## src/hw/rtl/fnvx_pkg.sv

```systemverilog
package fnvx_pkg;

    localparam int unsigned WORD_W = 32;
    localparam int unsigned BYTE_W = 8;
    localparam int unsigned LEN_W  = 7;
    localparam int unsigned CNT_W  = 6;

    typedef logic [WORD_W-1:0] t_word;
    typedef logic [BYTE_W-1:0] t_byte;
    typedef logic [LEN_W-1:0]  t_len;
    typedef logic [CNT_W-1:0]  t_cnt;

    localparam t_word FNV_BASIS = 32'd2166136261;
    localparam t_word FNV_PRIME = 32'd16777619;
    localparam int unsigned MIX_SHIFT = 13;
    localparam t_len  LEN_RESET = 7'd4;
    localparam t_len  MAX_OUT   = 7'd64;

    // xor of the four bytes of a word
    function automatic t_byte fold_bytes(input t_word h);
        return h[31:24] ^ h[23:16] ^ h[15:8] ^ h[7:0];
    endfunction

    // pre-multiply mix step
    function automatic t_word mix_word(input t_word h);
        return h ^ (h >> MIX_SHIFT);
    endfunction

    // clamp length to 1..64 and return count minus one
    function automatic t_cnt last_index(input t_len len);
        t_cnt idx;
        if (len == '0) begin
            idx = '0;
        end else if (len > MAX_OUT) begin
            idx = t_cnt'(MAX_OUT - 7'd1);
        end else begin
            idx = t_cnt'(len - 7'd1);
        end
        return idx;
    endfunction

endpackage

```

## src/hw/rtl/fnvx_if.sv

```systemverilog
interface fnvx_in_if;
    logic       valid;
    logic       ready;
    logic [7:0] data_byte;
    logic       last_byte;

    modport source (output valid, output data_byte, output last_byte, input ready);
    modport sink   (input valid, input data_byte, input last_byte, output ready);
endinterface

interface fnvx_out_if;
    logic       valid;
    logic       ready;
    logic [7:0] hash_byte;
    logic       last_out;

    modport source (output valid, output hash_byte, output last_out, input ready);
    modport sink   (input valid, input hash_byte, input last_out, output ready);
endinterface

interface fnvx_cfg_if;
    logic       valid;
    logic       ready;
    logic [6:0] output_length;

    modport source (output valid, output output_length, input ready);
    modport sink   (input valid, input output_length, output ready);
endinterface

```

## src/hw/rtl/fnvx_mul.sv

```systemverilog
module fnvx_mul (
    input  logic            i_clk,
    input  logic            i_start,
    input  fnvx_pkg::t_word i_operand,
    output fnvx_pkg::t_word o_product
);
    import fnvx_pkg::*;

    t_word r_product;
    t_word n_product;

    // product modulo 2^32
    assign n_product = i_operand * FNV_PRIME;

    always_ff @(posedge i_clk) begin
        if (i_start) begin
            r_product <= n_product;
        end
    end

    assign o_product = r_product;

endmodule

```

## src/hw/rtl/fnv1a_id_hash_expander.sv

```systemverilog
// FNV-1a identifier hash expander. Identifier bytes enter on i_in one beat at
// a time; each is xored into a 32-bit state that is then multiplied by the FNV
// prime. On the beat marked last_byte, output_length hash beats follow on o_out
// (0 counts as 1, above 64 as 64), the final one with last_out set, and the
// state returns to the offset basis. All multiplication runs through one shared
// registered multiplier: an identifier byte passes S_IDLE and S_ABSORB, and
// each hash beat S_MIX and S_EMIT, stalling while the sink holds ready low.
// i_in is not ready while a hash run is in progress. i_cfg writes output_length
// (reset 4) and is always ready; write it only while the block is idle.
module fnv1a_id_hash_expander (
    input  logic       i_clk,
    input  logic       i_rst_n,
    fnvx_in_if.sink    i_in,
    fnvx_out_if.source o_out,
    fnvx_cfg_if.sink   i_cfg
);
    import fnvx_pkg::*;

    typedef enum logic [1:0] {
        S_IDLE,
        S_ABSORB,
        S_MIX,
        S_EMIT
    } t_state;

    t_state r_state;
    t_word  r_hash;
    logic   r_last;
    t_len   r_len;
    t_cnt   r_cnt;
    t_byte  r_out_byte;
    logic   r_out_last;
    logic   r_out_valid;

    logic   n_start;
    t_word  n_operand;
    t_word  w_product;
    logic   w_in_beat;
    logic   w_out_beat;

    assign i_in.ready  = (r_state == S_IDLE);
    assign i_cfg.ready = 1'b1;
    assign w_in_beat   = i_in.valid && i_in.ready;
    assign w_out_beat  = r_out_valid && o_out.ready;

    assign o_out.valid     = r_out_valid;
    assign o_out.hash_byte = r_out_byte;
    assign o_out.last_out  = r_out_last;

    always_comb begin
        n_start   = 1'b0;
        n_operand = r_hash ^ t_word'(i_in.data_byte);
        case (r_state)
            S_IDLE: begin
                n_start = w_in_beat;
            end
            S_ABSORB: begin
                n_start   = r_last;
                n_operand = mix_word(w_product);
            end
            S_EMIT: begin
                n_start   = w_out_beat && !r_out_last;
                n_operand = mix_word(r_hash);
            end
            default: begin
                n_start = 1'b0;
            end
        endcase
    end

    fnvx_mul u_mul (
        .i_clk     (i_clk),
        .i_start   (n_start),
        .i_operand (n_operand),
        .o_product (w_product)
    );

    always_ff @(posedge i_clk) begin
        if (!i_rst_n) begin
            r_state     <= S_IDLE;
            r_hash      <= FNV_BASIS;
            r_last      <= 1'b0;
            r_len       <= LEN_RESET;
            r_cnt       <= '0;
            r_out_valid <= 1'b0;
            r_out_last  <= 1'b0;
        end else begin
            if (i_cfg.valid) begin
                r_len <= i_cfg.output_length;
            end
            case (r_state)
                S_IDLE: begin
                    if (w_in_beat) begin
                        r_last  <= i_in.last_byte;
                        r_state <= S_ABSORB;
                    end
                end
                S_ABSORB: begin
                    r_hash <= w_product;
                    r_cnt  <= '0;
                    if (r_last) begin
                        r_state <= S_MIX;
                    end else begin
                        r_state <= S_IDLE;
                    end
                end
                S_MIX: begin
                    r_hash      <= w_product;
                    r_out_byte  <= fold_bytes(w_product);
                    r_out_last  <= (r_cnt == last_index(r_len));
                    r_out_valid <= 1'b1;
                    r_state     <= S_EMIT;
                end
                S_EMIT: begin
                    if (w_out_beat) begin
                        r_out_valid <= 1'b0;
                        if (r_out_last) begin
                            r_hash  <= FNV_BASIS;
                            r_state <= S_IDLE;
                        end else begin
                            r_cnt   <= r_cnt + t_cnt'(1);
                            r_state <= S_MIX;
                        end
                    end
                end
                default: begin
                    r_state <= S_IDLE;
                end
            endcase
        end
    end

endmodule
```

## src/flat_wrapper.sv

```systemverilog
// flat-port wrapper written by rule: the top's interface ports become plain ports
module fnv1a_id_hash_expander_flat import fnvx_pkg::*;
  (i_clk, i_rst_n, i_in_valid, i_in_data_byte, i_in_last_byte, i_in_ready, o_out_valid, o_out_hash_byte, o_out_last_out, o_out_ready, i_cfg_valid, i_cfg_output_length, i_cfg_ready);
  fnvx_in_if i_in_i ();
  fnvx_out_if o_out_i ();
  fnvx_cfg_if i_cfg_i ();
  input  logic i_clk;
  input  logic i_rst_n;
  input wire logic [$bits(i_in_i.valid)-1:0] i_in_valid;
  input wire logic [$bits(i_in_i.data_byte)-1:0] i_in_data_byte;
  input wire logic [$bits(i_in_i.last_byte)-1:0] i_in_last_byte;
  output wire logic [$bits(i_in_i.ready)-1:0] i_in_ready;
  output wire logic [$bits(o_out_i.valid)-1:0] o_out_valid;
  output wire logic [$bits(o_out_i.hash_byte)-1:0] o_out_hash_byte;
  output wire logic [$bits(o_out_i.last_out)-1:0] o_out_last_out;
  input wire logic [$bits(o_out_i.ready)-1:0] o_out_ready;
  input wire logic [$bits(i_cfg_i.valid)-1:0] i_cfg_valid;
  input wire logic [$bits(i_cfg_i.output_length)-1:0] i_cfg_output_length;
  output wire logic [$bits(i_cfg_i.ready)-1:0] i_cfg_ready;
  assign i_in_i.valid = i_in_valid;
  assign i_in_i.data_byte = i_in_data_byte;
  assign i_in_i.last_byte = i_in_last_byte;
  assign i_in_ready = i_in_i.ready;
  assign o_out_valid = o_out_i.valid;
  assign o_out_hash_byte = o_out_i.hash_byte;
  assign o_out_last_out = o_out_i.last_out;
  assign o_out_i.ready = o_out_ready;
  assign i_cfg_i.valid = i_cfg_valid;
  assign i_cfg_i.output_length = i_cfg_output_length;
  assign i_cfg_ready = i_cfg_i.ready;
  fnv1a_id_hash_expander u_core (.i_clk(i_clk), .i_rst_n(i_rst_n), .i_in(i_in_i), .o_out(o_out_i), .i_cfg(i_cfg_i));
endmodule
```

## config.mk

```make
export PLATFORM = sky130hd
export DESIGN_NAME = fnv1a_id_hash_expander_flat
export DESIGN_NICKNAME = d
export VERILOG_FILES = /design/src/hw/rtl/fnvx_pkg.sv /design/src/hw/rtl/fnvx_if.sv /design/src/hw/rtl/fnvx_mul.sv /design/src/hw/rtl/fnv1a_id_hash_expander.sv /design/src/flat_wrapper.sv
export SDC_FILE = /design/constraint.sdc
export NUM_CORES = 1
export LEC_CHECK = 0
export BUFFER_PORTS_ARGS = -buffer_cell sky130_fd_sc_hd__buf_2
export CORE_MARGIN = 2
export CORE_UTILIZATION = 60
export DETAILED_ROUTE_END_ITERATION = 10
export HOLD_SLACK_MARGIN = 0.08
export PLACE_DENSITY_LB_ADDON = 0.15
export SYNTH_ARGS = -nofsm -noshare
export SYNTH_HDL_FRONTEND = slang
export SYNTH_SLANG_ARGS = --single-unit
```

## constraint.sdc

```tcl
create_clock -name i_clk -period 8.5 [get_ports i_clk]
set_clock_uncertainty 0.05 [all_clocks]
set_input_delay 1.7 -clock i_clk [delete_from_list [all_inputs] [get_ports i_clk]]
set_output_delay 1.7 -clock i_clk [all_outputs]
set_load 0.03 [all_outputs]
```

# After elaboration in Yosys (flattened, before gate mapping)
# Cells that the tools add are included.
# Widths: inputs -> output; s select.
[word_totals]
out_inout_bits = 12
reg_bits = 90
[op_classes]
bitwise = 6
eq_ne = 8
n_lt_le_gt_ge = 1
mul = 1
add_sub_neg = 2
reduce_logical = 16
n_mux = 19
[ops]
columns = ["cell", "count"]
rows = [
  ["$pmux 32 s2", 2],
  ["$mux 32", 2],
  ["$xor 32x19->32", 2],
  ["$mux 6", 6],
  ["$mul 32x25->32 const B", 1],
  ["$xor 32x8->32", 1],
  ["$xor 8x8->8", 3],
  ["$pmux 6 s2", 1],
  ["$mux 2", 4],
  ["$pmux 2 s4", 1],
  ["$reduce_and 2->1", 4],
  ["$gt 7x7->1 const B", 1],
  ["$logic_not 7->1", 1],
  ["$add 6x1->6 const B", 1],
  ["$eq 6x6->1", 1],
  ["$reduce_and 3->1", 2],
  ["$reduce_bool 2->1", 3],
  ["$sub 6x1->6 const B", 1],
  ["$eq 2x2->1 const B", 2],
  ["$ne 2x1->1 const B", 2],
  ["$ne 2x2->1 const B", 2],
  ["$logic_and 1x1->1", 3],
  ["$pmux 1 s3", 1],
  ["$eq 2x1->1 const B", 1],
  ["other kinds (5)", 5],
]

# Logic depth before layout (Yosys ltp)
# Gate-level depths: netlist (run 1).
[logic_depth]
ltp_word = 6
ltp_mapped = 29
depth_no_buf = 25

# Hierarchy
# A second synthesis (run 1) with hierarchy kept.
[hier_totals]
hier_cells = 1118
area_unflattened_um2 = 10297.4
[modules_own_cells]
columns = ["module", "seq_area_each_um2", "area_per_inst_um2", "cells_per_inst", "n_inst"]
rows = [
  ["fnvx_mul", 960.9, 6593.8, 635, 1],
  ["fnv1a_id_hash_expander", 1241.2, 3703.6, 483, 1],
]

# Least setup slack after synthesis (run 1)
# Ideal clock, no wire load.
[synth_path]
path_kind = "input-to-reg"
start = "in i_in_data_byte[5]"
end = "reg u_core.u_mul.r_product[31] (netlist: u_core.u_mul.o_product[31]), data pin"
arrival_ns = 6.747
slack_ns = 1.443
path_stages = 21
setup_ns = 0.260
n_path_buf = 1
cell_sequence = "xnor2_1 > o21ai_0 > ha_1 > ha_1 > fa_1 > ha_1 > fa_1 > ha_1 > inv_1 > fa_1 > inv_1 > ha_1 > clkbuf_2 > a21oi_1 > nand2_1 > a221oi_2 > o211ai_2 > o41ai_4 > o2111ai_1 > a21oi_2 > xnor2_1"
[synth_between]
elab_chain_len = 3
[synth_rtl]
columns = ["item", "line", "rtl"]
rows = [
  ["from (decl)", "flat_wrapper.sv:10", "input wire logic [$bits(i_in_i.data_byte)-1:0] i_in_data_byte;"],
  ["$xor 32x8->32", "fnv1a_id_hash_expander.sv:52", "n_operand = r_hash ^ t_word'(i_in.data_byte);"],
  ["$pmux 32 s2", "fnv1a_id_hash_expander.sv:53", "case (r_state)"],
  ["$mul 32x25->32", "fnvx_mul.sv:13", "assign n_product = i_operand * FNV_PRIME;"],
  ["named net u_core.u_mul.n_product[31]", "fnvx_mul.sv:10", "t_word n_product;"],
  ["to (signal assigned)", "fnvx_mul.sv:17", "r_product <= n_product;"],
  ["to (decl)", "fnvx_mul.sv:9", "t_word r_product;"],
]
# The timed path passes the listed nets, and every way through them passes these cells.
# A chain may end at the register's enable or synchronous reset.

# Worst setup path in the final report (run 1)
[layout_path]
start = "in i_in_data_byte[4]"
end = "reg u_core.u_mul.r_product[31] (netlist: u_core.u_mul.o_product[31]), data pin"
# The elaborated chain is that of the path after synthesis.

==> reports/qor.yml, run 1 <==
run_status: "complete, no violations"
die_x_um: 134
worstHoldPathType: "flip-flop to flip-flop"
cts_setup_buffers: 0
wl_mm: 23.3
tightestPinTransition_ps: 965
ctsResizeCount: 0
max_cap_viol_count: 0
grt_max_degree: 49
timing.slew.headroom: 0.355
rsz0062_at_grt: "false"
holdPathEnd: "u_core.r_last"
cts_tree: "done"
critPathLaunchType: "input pin"
synth_edf_count: 40
min_period_ps: 7040
initial_utilization: 0.614
syn_to_final_growth_pct: 7.43
maxSlewViolCount: 0
dr.pass1.iters: 5
synth.avg_cell_area_um2: 9.42
cts.sinks: 90
die-height_um: 134
arrival_ps: 7080
finalSetupTns_ps: 0
synth_top_area_share: 0.232
synth_warnings: 0
reg2regPathDepth: 19
clk_pin_slew_ps: 60
clockBufferDepth: 2
post-route-drc-count: 0
cts-buffers-inserted: 9
nets: 1388
insertion_delay_ps: 340
die-area_mm2: 0.0180
grt_use_total: 0.272
finalHoldViolCount: 0
timing.rr.end: "u_core.u_mul.o_product[30]"
ant_nets: 0
yosysTopAreaCell: "ha_1"
ios: 33
vias_per_cell: 5.61
wire_per_inst_um: 17.5
drt-initial-drc-count: 600
ys_types: 58
synthTopCellsByArea: "ha_1 (23%), fa_1 (15%), edfxtp_1 (12%)"
required_ps: 8540
crit_buf_inv: 4
grt_pass1_vias: 7448
synth-main-ff-cell: "dfxtp_1"
ctsHoldBuffers: 0
antenna_found_initial: 0
crit_chain: "buf_2 -> xnor2_1 -> o21ai_0 -> buf_4 -> ha_1 -> ha_1 -> fa_1 -> ha_1 -> fa_1 -> ha_1 -> inv_1 -> fa_1 -> inv_1 -> ha_1 -> a21oi_1 -> nand2_1 -> a221oi_2 -> o211ai_2 -> o41ai_4 -> o2111ai_1 -> a21oi_2 -> xnor2_1"
ff2ff_setup_slack_ps: 1560
path_class: "input pin to flip-flop"
hold_start: "u_core.r_last"
critical_path.max_fanout: 7
diodes: 0
cp_top_family: "adder cells"
holdPathStages: 2
hpwl_mm: 18.6
drive_gt1_frac: 0.0821
synth_area_mm2: 0.0102
clock.fmax_mhz: 142
worst_path_most_repeated_cell: "ha_1"
rows: 47
vias: 7455
ys_ff_latch: 90
min_period_over_period: 0.828
slowest_stage: "fa_1"
core_mm2: 0.0166
async_flop_share: 0
setup_viol: 0
place_congestion: 0.890
yosysSeqAreaShare: 0.216
r2r-start: "u_core.r_state[0]"
io_buffer_count: 31
grt_pass1_wl_mm: 38.1
synth_fp_nets: 1365
overflow: 0
htreeDepth: 3
end_kind: "flip-flop"
max_stage_delay_ps: 530
root_buffer: "clkbuf_16"
syn-instance-count: 1081
==> worst max path at each step <==
stage / start / endpoint / slack [ps] / cells past startpoint
final: i_in_data_byte[4] / u_core.u_mul.o_product[31] / 1460 / 22
after global routing: i_in_data_byte[5] / u_core.u_mul.o_product[31] / 1170 / 22
after CTS: i_in_data_byte[4] / u_core.u_mul.o_product[31] / 1440 / 22
after detailed placement: i_in_data_byte[4] / u_core.u_mul.o_product[31] / 1130 / 22
after global placement: i_in_data_byte[5] / u_core.u_mul.o_product[31] / 1250 / 22
after floorplan: i_in_data_byte[5] / u_core.u_mul.o_product[31] / 1440 / 21
==> through the flow <==
step | area (um2) | utilization | worst slack [ps] | hold WS (ps) | std cells
after floorplan | 10200 | - | 1440 | 389 | 1081
after global placement | 10600 | 0.640 | 1250 | 405 | 1313
after detailed placement | 10600 | 0.640 | 1130 | 419 | 1313
after CTS | 10900 | 0.660 | 1440 | 428 | 1329
after global routing | 10900 | 0.660 | 1170 | 460 | 1329
final | 10900 | 0.660 | 1460 | 434 | 1329
==> synth_stat cells, types with 2 or more instances <==
master and number:
clkbuf_2 3, a21boi_0 20, nand3_1 43, clkbuf_1 28, nor2b_1 20, o21bai_1 3, nor4b_1 2, a31o_2 2
edfxtp_1 40, a311oi_1 3, dfxtp_1 50, mux2i_1 10, fa_1 74, a21o_1 7, ha_1 189, or2_2 2
nor2_1 34, o21ai_0 47, nor4_1 2, xor2_1 41, a21oi_1 52, o21a_1 2, a211oi_1 2, nor3_1 20
xnor2_1 66, nand2b_1 15, a21oi_2 3, mux2_2 12, inv_1 179, and4_1 2, o211ai_1 14, nand2_1 50
nand4_1 4, a31oi_1 4, buf_1 4, and3_1 5, and2_1 6
==> cells by family after synthesis <==
kind of cell,synth area share
flip-flops,0.216
XOR/XNOR,0.0920
multiplexers,0.0231
buffers and inverters,0.0805
AO/OA/AOI/OAI,0.109
other,0.000368
adder cells (fa/ha/maj),0.378
AND/OR/NAND/NOR,0.101
==> worst min-delay path, delay by kind of cell, from the launching register on <==
family             cells  cell delay [ps]
AOI/OAI and AO/OA      1               70
and+or+nand+nor        1               50
DFF                    1              310
==> layout make-up <==
class | instances | area, um2
repair buffers | 49 | 290
inverters | 179 | 672
clock inverters | 3 | 43.8
multi-input cells | 775 | 7170
flip-flops and latches | 90 | 2200
clock buffers | 13 | 283
fillers | 1402 | 5640
well taps | 220 | 275
==> per-layer routing <==
metal | global-route usage | vias up | share of wire
met4 | 0.107 | 0 | 0.038
met5 | 0 | - | 0
met2 | 0.447 | 182 | 0.47
li1 | - | 3667 | -
met3 | 0.0253 | 46 | 0.045
met1 | 0.372 | 3560 | 0.45
==> flip-flops by register name, indices dropped and copies added, names as in the netlist <==
name and cells:
u_core.r_len 7, u_core.r_cnt 6, u_core.r_last 1, u_core.o_out.valid 1, u_core.r_state 2, u_core.o_out.last_out 1
u_core.u_mul.o_product 32, u_core.r_hash 32, u_core.o_out.hash_byte 8
==> cells in the final DEF (no fill, tap or decap), drive strengths merged, types with 12 or more instances in the layout <==
cell,count
ha,189
inv,179
fa,74
xnor2,66
a21oi,55
nand2,50
dfxtp,50
buf,49
o21ai,47
nand3,43
xor2,41
edfxtp,40
nor2,34
nor3,21
nor2b,20
a21boi,20
nand2b,15
o211ai,15
clkbuf,13
mux2,12
Power of run 1 is not shown: default switching activity piles up to over one toggle a cycle in this logic, so the estimate is an artifact.
==> run 2: changes to the inputs <==
--- a/config.mk
+++ b/config.mk
@@ -7,7 +7,7 @@
 export LEC_CHECK = 0
 export BUFFER_PORTS_ARGS = -buffer_cell sky130_fd_sc_hd__buf_2
 export CORE_MARGIN = 2
-export CORE_UTILIZATION = 60
+export CORE_UTILIZATION = 58
 export DETAILED_ROUTE_END_ITERATION = 10
 export HOLD_SLACK_MARGIN = 0.08
 export PLACE_DENSITY_LB_ADDON = 0.15
==> constraint.sdc (replaced) <==
create_clock -name i_clk -period 5.9 [get_ports i_clk]
set_clock_uncertainty 0.05 [all_clocks]
set_input_delay 1.18 -clock i_clk [delete_from_list [all_inputs] [get_ports i_clk]]
set_output_delay 1.18 -clock i_clk [all_outputs]
set_load 0.03 [all_outputs]
==> reports/qor.yml, run 2 (synthesis gave the netlist of run 1 again) <==
critical_path.max_fanout: 4  # -3
initial_utilization: 0.591  # -0.0233
vias_per_cell: 5.57  # -0.69%
tightestPinTransition_ps: 946  # -18.6 ps
grt_pass1_wl_mm: 42.6  # +12%
grt_use_total: 0.297  # +0.0254
die-height_um: 137  # +1.7%
drive_gt1_frac: 0.262  # +0.180
cts.sinks: 90  # unchanged
end_kind: "flip-flop"
rsz0062_at_grt: "true"
syn_to_final_growth_pct: 25.0
htreeDepth: 3  # unchanged
rows: 48  # +2.1%
post-route-drc-count: 0  # unchanged
required_ps: 5950  # -2590 ps
overflow: 0  # unchanged
die_x_um: 137  # +1.7%
run_status: "complete, but fails checks"
max_cap_viol_count: 0  # unchanged
wl_mm: 26.5  # +14%
wire_per_inst_um: 18.0  # +2.8%
min_period_ps: 5920
nets: 1525  # +9.9%
clockBufferDepth: 2  # unchanged
fill_cells: 1211  # -14%
clock.fmax_mhz: 169
drt-initial-drc-count: 531  # -12%
insertion_delay_ps: 360  # +20 ps
ant_nets: 0  # unchanged
core_mm2: 0.0172  # +3.9%
violations: "setup timing"
final_cell_mix: "inv_1 (168), ha_1 (149), buf_4 (147)"
timing.slew.headroom: 0.368  # +0.0124
stdcell_area_mm2: 0.0127  # +16%
place_congestion: 0.890  # about the same
finalSetupTns_ps: -42.4  # -42.4 ps
min_period_over_period: 1.00
setup_viol: 3  # +3
grt_pass1_vias: 8367  # +12%
diodes: 0  # unchanged
mostFrequentLayoutCell: "inv_1"
die-area_mm2: 0.0186  # +3.3%
cts_tree: "done"
io_buffer_count: 31  # unchanged
ios: 33  # unchanged
path_class: "input pin to flip-flop"
worstHoldPathType: "flip-flop to flip-flop"
ctsHoldBuffers: 0  # unchanged
arrival_ps: 5980  # -1100 ps
critPathLaunchType: "input pin"
dpl_cell_area_mm2: 0.0118  # +11%
grt_max_degree: 49  # unchanged
maxSlewViolCount: 0  # unchanged
antenna_found_initial: 0  # unchanged
dr.pass1.iters: 6  # +1
clk_pin_slew_ps: 70  # about the same
finalHoldViolCount: 0  # unchanged
hpwl_mm: 20.8  # +12%
cts-buffers-inserted: 9  # unchanged
root_buffer: "clkbuf_16"
setup_slack_ps: -23.8  # -1490 ps
vias: 8195  # +9.9%
-- run 2: final timing paths --
path | startpoint | end | slack [ps] | cells past startpoint
max | i_in_data_byte[3] | u_core.u_mul.o_product[30] | -20 | 23
min | u_core.r_last | u_core.r_last | 420 | 2
max reg2reg | u_core.u_mul.o_product[17] | u_core.u_mul.o_product[30] | -20 | 19
min reg2reg | u_core.r_last | u_core.r_last | 420 | 2
-- run 2: worst max-delay path, stage by stage --
cell and delay, ps:
buf_8 100, xnor2_4 120, o21ai_4 260, ha_4 260
ha_4 240, fa_1 520, ha_2 180, inv_2 40
fa_1 510, inv_2 50, ha_4 250, inv_2 30
fa_1 530, inv_2 50, ha_4 210, a21o_1 170
a21o_1 150, a21oi_2 180, o22ai_4 110, a311o_1 330
a31o_2 270, a21oi_2 130, xnor2_1 70
-- run 2: metrics by stage --
stage	instances	util	hold slack (ps)	worst slack, ps
6_report	1471	0.738	418	-23.8
5_1_grt	1471	0.738	446	-196
2_1_floorplan	1081	-	389	-148
4_1_cts	1456	0.716	419	2.15
3_5_place_dp	1423	0.682	410	-478
3_3_place_gp	1423	0.682	400	-472
-- run 2: final cells by class --
class / instances / area [um2] / share of cell area
clock buffers: 9 / 225 / 0.0177
flip-flops and latches: 90 / 2210 / 0.174
clock inverters: 7 / 75.1 / 0.00590
multi-input cells: 775 / 7880 / 0.619
repair buffers: 186 / 1390 / 0.109
inverters: 179 / 672 / 0.0528
well taps: 225 / 282 / 0.0221
-- run 2: metal layers --
layer | vias up | global-route usage | part of all wire
li1 | 3939 | - | -
met1 | 3950 | 0.393 | 0.43
met2 | 244 | 0.503 | 0.49
met3 | 62 | 0.0419 | 0.049
met4 | 0 | 0.0961 | 0.034
met5 | - | 0 | 0
-- run 2: timing repair --
item	CTS	global route
setup endpoints to repair	5	12
hold endpoints to repair	0	0
pin swaps	39	47
buffers inserted	17	15
gates resized for setup	25	54
Power of run 2 is left out for the same reason.
==> run 3: changes to the inputs <==
==> constraint.sdc (replaced) <==
create_clock -name i_clk -period 5.9 [get_ports i_clk]
set_clock_uncertainty 0.05 [all_clocks]
set_input_delay 0.885 -clock i_clk [delete_from_list [all_inputs] [get_ports i_clk]]
set_output_delay 0.885 -clock i_clk [all_outputs]
set_load 0.03 [all_outputs]
==> reports/qor.yml, run 3 (synthesis gave the netlist of run 1 again) <==
root_buffer: "clkbuf_16"
ff2ff_setup_slack_ps: -40  # about the same
r2r-start: "u_core.u_mul.o_product[11]"
finalSetupTns_ps: -41.5  # +0.912 ps
finalCoreUtilization: 0.750  # +0.0116
ios: 33  # unchanged
clock.fmax_mhz: 168  # -0.20%
die-area_mm2: 0.0186  # unchanged
violations: "setup timing"
drt-initial-drc-count: 614  # +16%
setup_slack_ps: -35.5  # -11.7 ps
critical_path.max_fanout: 3  # -1
min_period_over_period: 1.01  # +0.00198
maxSlewViolCount: 0  # unchanged
max_stage_delay_ps: 540  # about the same
cts_tree: "done"
grt_pass1_wl_mm: 42.7  # +0.23%
run_status: "complete, but fails checks"
finalHoldViolCount: 0  # unchanged
holdPathStages: 2  # unchanged
ant_nets: 0  # unchanged
min_period_ps: 5940  # +11.7 ps
antenna_found_initial: 0  # unchanged
critPathLaunchType: "flip-flop"
syn_to_final_growth_pct: 26.9
io_buffer_count: 31  # unchanged
cts.sinks: 90  # unchanged
wire_per_inst_um: 20.0  # +11%
drive_gt1_frac: 0.284  # +0.0220
ctsHoldBuffers: 0  # unchanged
reg2regPathDepth: 26  # +7
grt_use_total: 0.302  # +0.00500
rows: 48  # unchanged
timing.rr.end: "u_core.u_mul.o_product[30]"
nets: 1541  # +1.0%
die-height_um: 137  # unchanged
pre_cts_ws_ps: -467  # +10.6 ps
wl_mm: 29.8  # +13%
worst_path_most_repeated_cell: "inv_2"
holdPathEnd: "u_core.r_last"
initial_utilization: 0.591  # unchanged
vias: 8386  # +2.3%
htreeDepth: 3  # unchanged
insertion_delay_ps: 360  # about the same
grt_max_degree: 49  # unchanged
overflow: 0  # unchanged
hold_start: "u_core.r_last"
setup_viol: 2  # -1
diodes: 0  # unchanged
mostFrequentLayoutCell: "inv_1"
cts-buffers-inserted: 9  # unchanged
worstHoldPathType: "flip-flop to flip-flop"
grt_pass1_vias: 8036  # -4.0%
end_kind: "flip-flop"
timing.slew.headroom: 0.471  # +0.103
core_mm2: 0.0172  # unchanged
place_congestion: 0.920  # +3.3%
post-route-drc-count: 0  # unchanged
required_ps: 5960  # about the same
final_cell_mix: "inv_1 (166), buf_4 (157), ha_1 (132)"
clockBufferDepth: 2  # unchanged
vias_per_cell: 5.64  # +1.2%
arrival_ps: 6000  # +20 ps
path_class: "flip-flop to flip-flop"
rsz0062_at_grt: "true"
tightestPinTransition_ps: 793  # -153 ps
crit_start: "u_core.u_mul.o_product[11]"
die_x_um: 137  # unchanged
hpwl_mm: 21.2  # +1.9%
dr.pass1.iters: 8  # +2
clk_pin_slew_ps: 70  # about the same
max_cap_viol_count: 0  # unchanged
slowest_stage: "fa_1"
==> run 3: changes by cell type in the layout (fill, tap and decap cells not counted), sizes merged <==
| cell | before | now |
|---|---|---|
| buf | 186 | 202 |
| bufinv | 1 | 0 |
| clkbuf | 9 | 13 |
| clkinv | 4 | 0 |
| inv | 181 | 182 |
==> run 3: worst max-delay path, delay by kind of cell (launching register included) <==
kind / cells / cell delay (ps)
adders and majority gates: 8 / 2680
AOI/OAI and AO/OA: 7 / 1510
DFF: 1 / 410
and+or+nand+nor: 2 / 200
xor gates and xnor gates: 2 / 330
buffers and inverters: 7 / 500
==> run 3: stage by stage <==
stage,hold slack [ps],instances,instance area [um2]
5_1_grt,451,1487,12900
2_1_floorplan,389,1081,10300
3_3_place_gp,411,1425,11500
4_1_cts,429,1461,12100
3_5_place_dp,418,1425,11500
6_report,423,1487,12900
==> run 3: worst max-delay path by stage <==
stage                     cells after the start  slack [ps]                    endpoint
after floorplan                              27          10  u_core.u_mul.o_product[31]
after global placement                       21        -450  u_core.u_mul.o_product[30]
after detailed placement                     21        -470  u_core.u_mul.o_product[30]
after CTS                                    19           6  u_core.u_mul.o_product[30]
after global routing                         26        -190  u_core.u_mul.o_product[30]
final                                        26         -40  u_core.u_mul.o_product[30]
==> run 3: final cells by class <==
type | count | area [um2]
Tap cell | 225 | 282
Multi-Input combinational cell | 775 | 7960
Fill cell | 1130 | 4310
Sequential cell | 90 | 2210
Clock buffer | 13 | 260
Clock inverter | 3 | 21.3
Inverter | 179 | 672
Timing Repair Buffer | 202 | 1520
==> run 3: what timing repair did <==
action                                 in CTS  in global routing
setup endpoints to repair                  10                 12
pin swaps                                  28                107
endpoints found under the hold margin       0                  0
gates resized for setup                    42                 99
setup buffers                              20                 28
gates cloned                                0                  0
==> run 3: per-layer routing <==
| metal | vias to the layer above | track usage | routed length [um] |
|---|---|---|---|
| met3 | 84 | 0.0448 | 2120 |
| met2 | 321 | 0.479 | 13900 |
| met4 | 0 | 0.117 | 1510 |
| li1 | 3978 | - | - |
| met5 | - | 0 | 0 |
| met1 | 4003 | 0.417 | 12300 |
Power of run 3 is left out for the same reason.
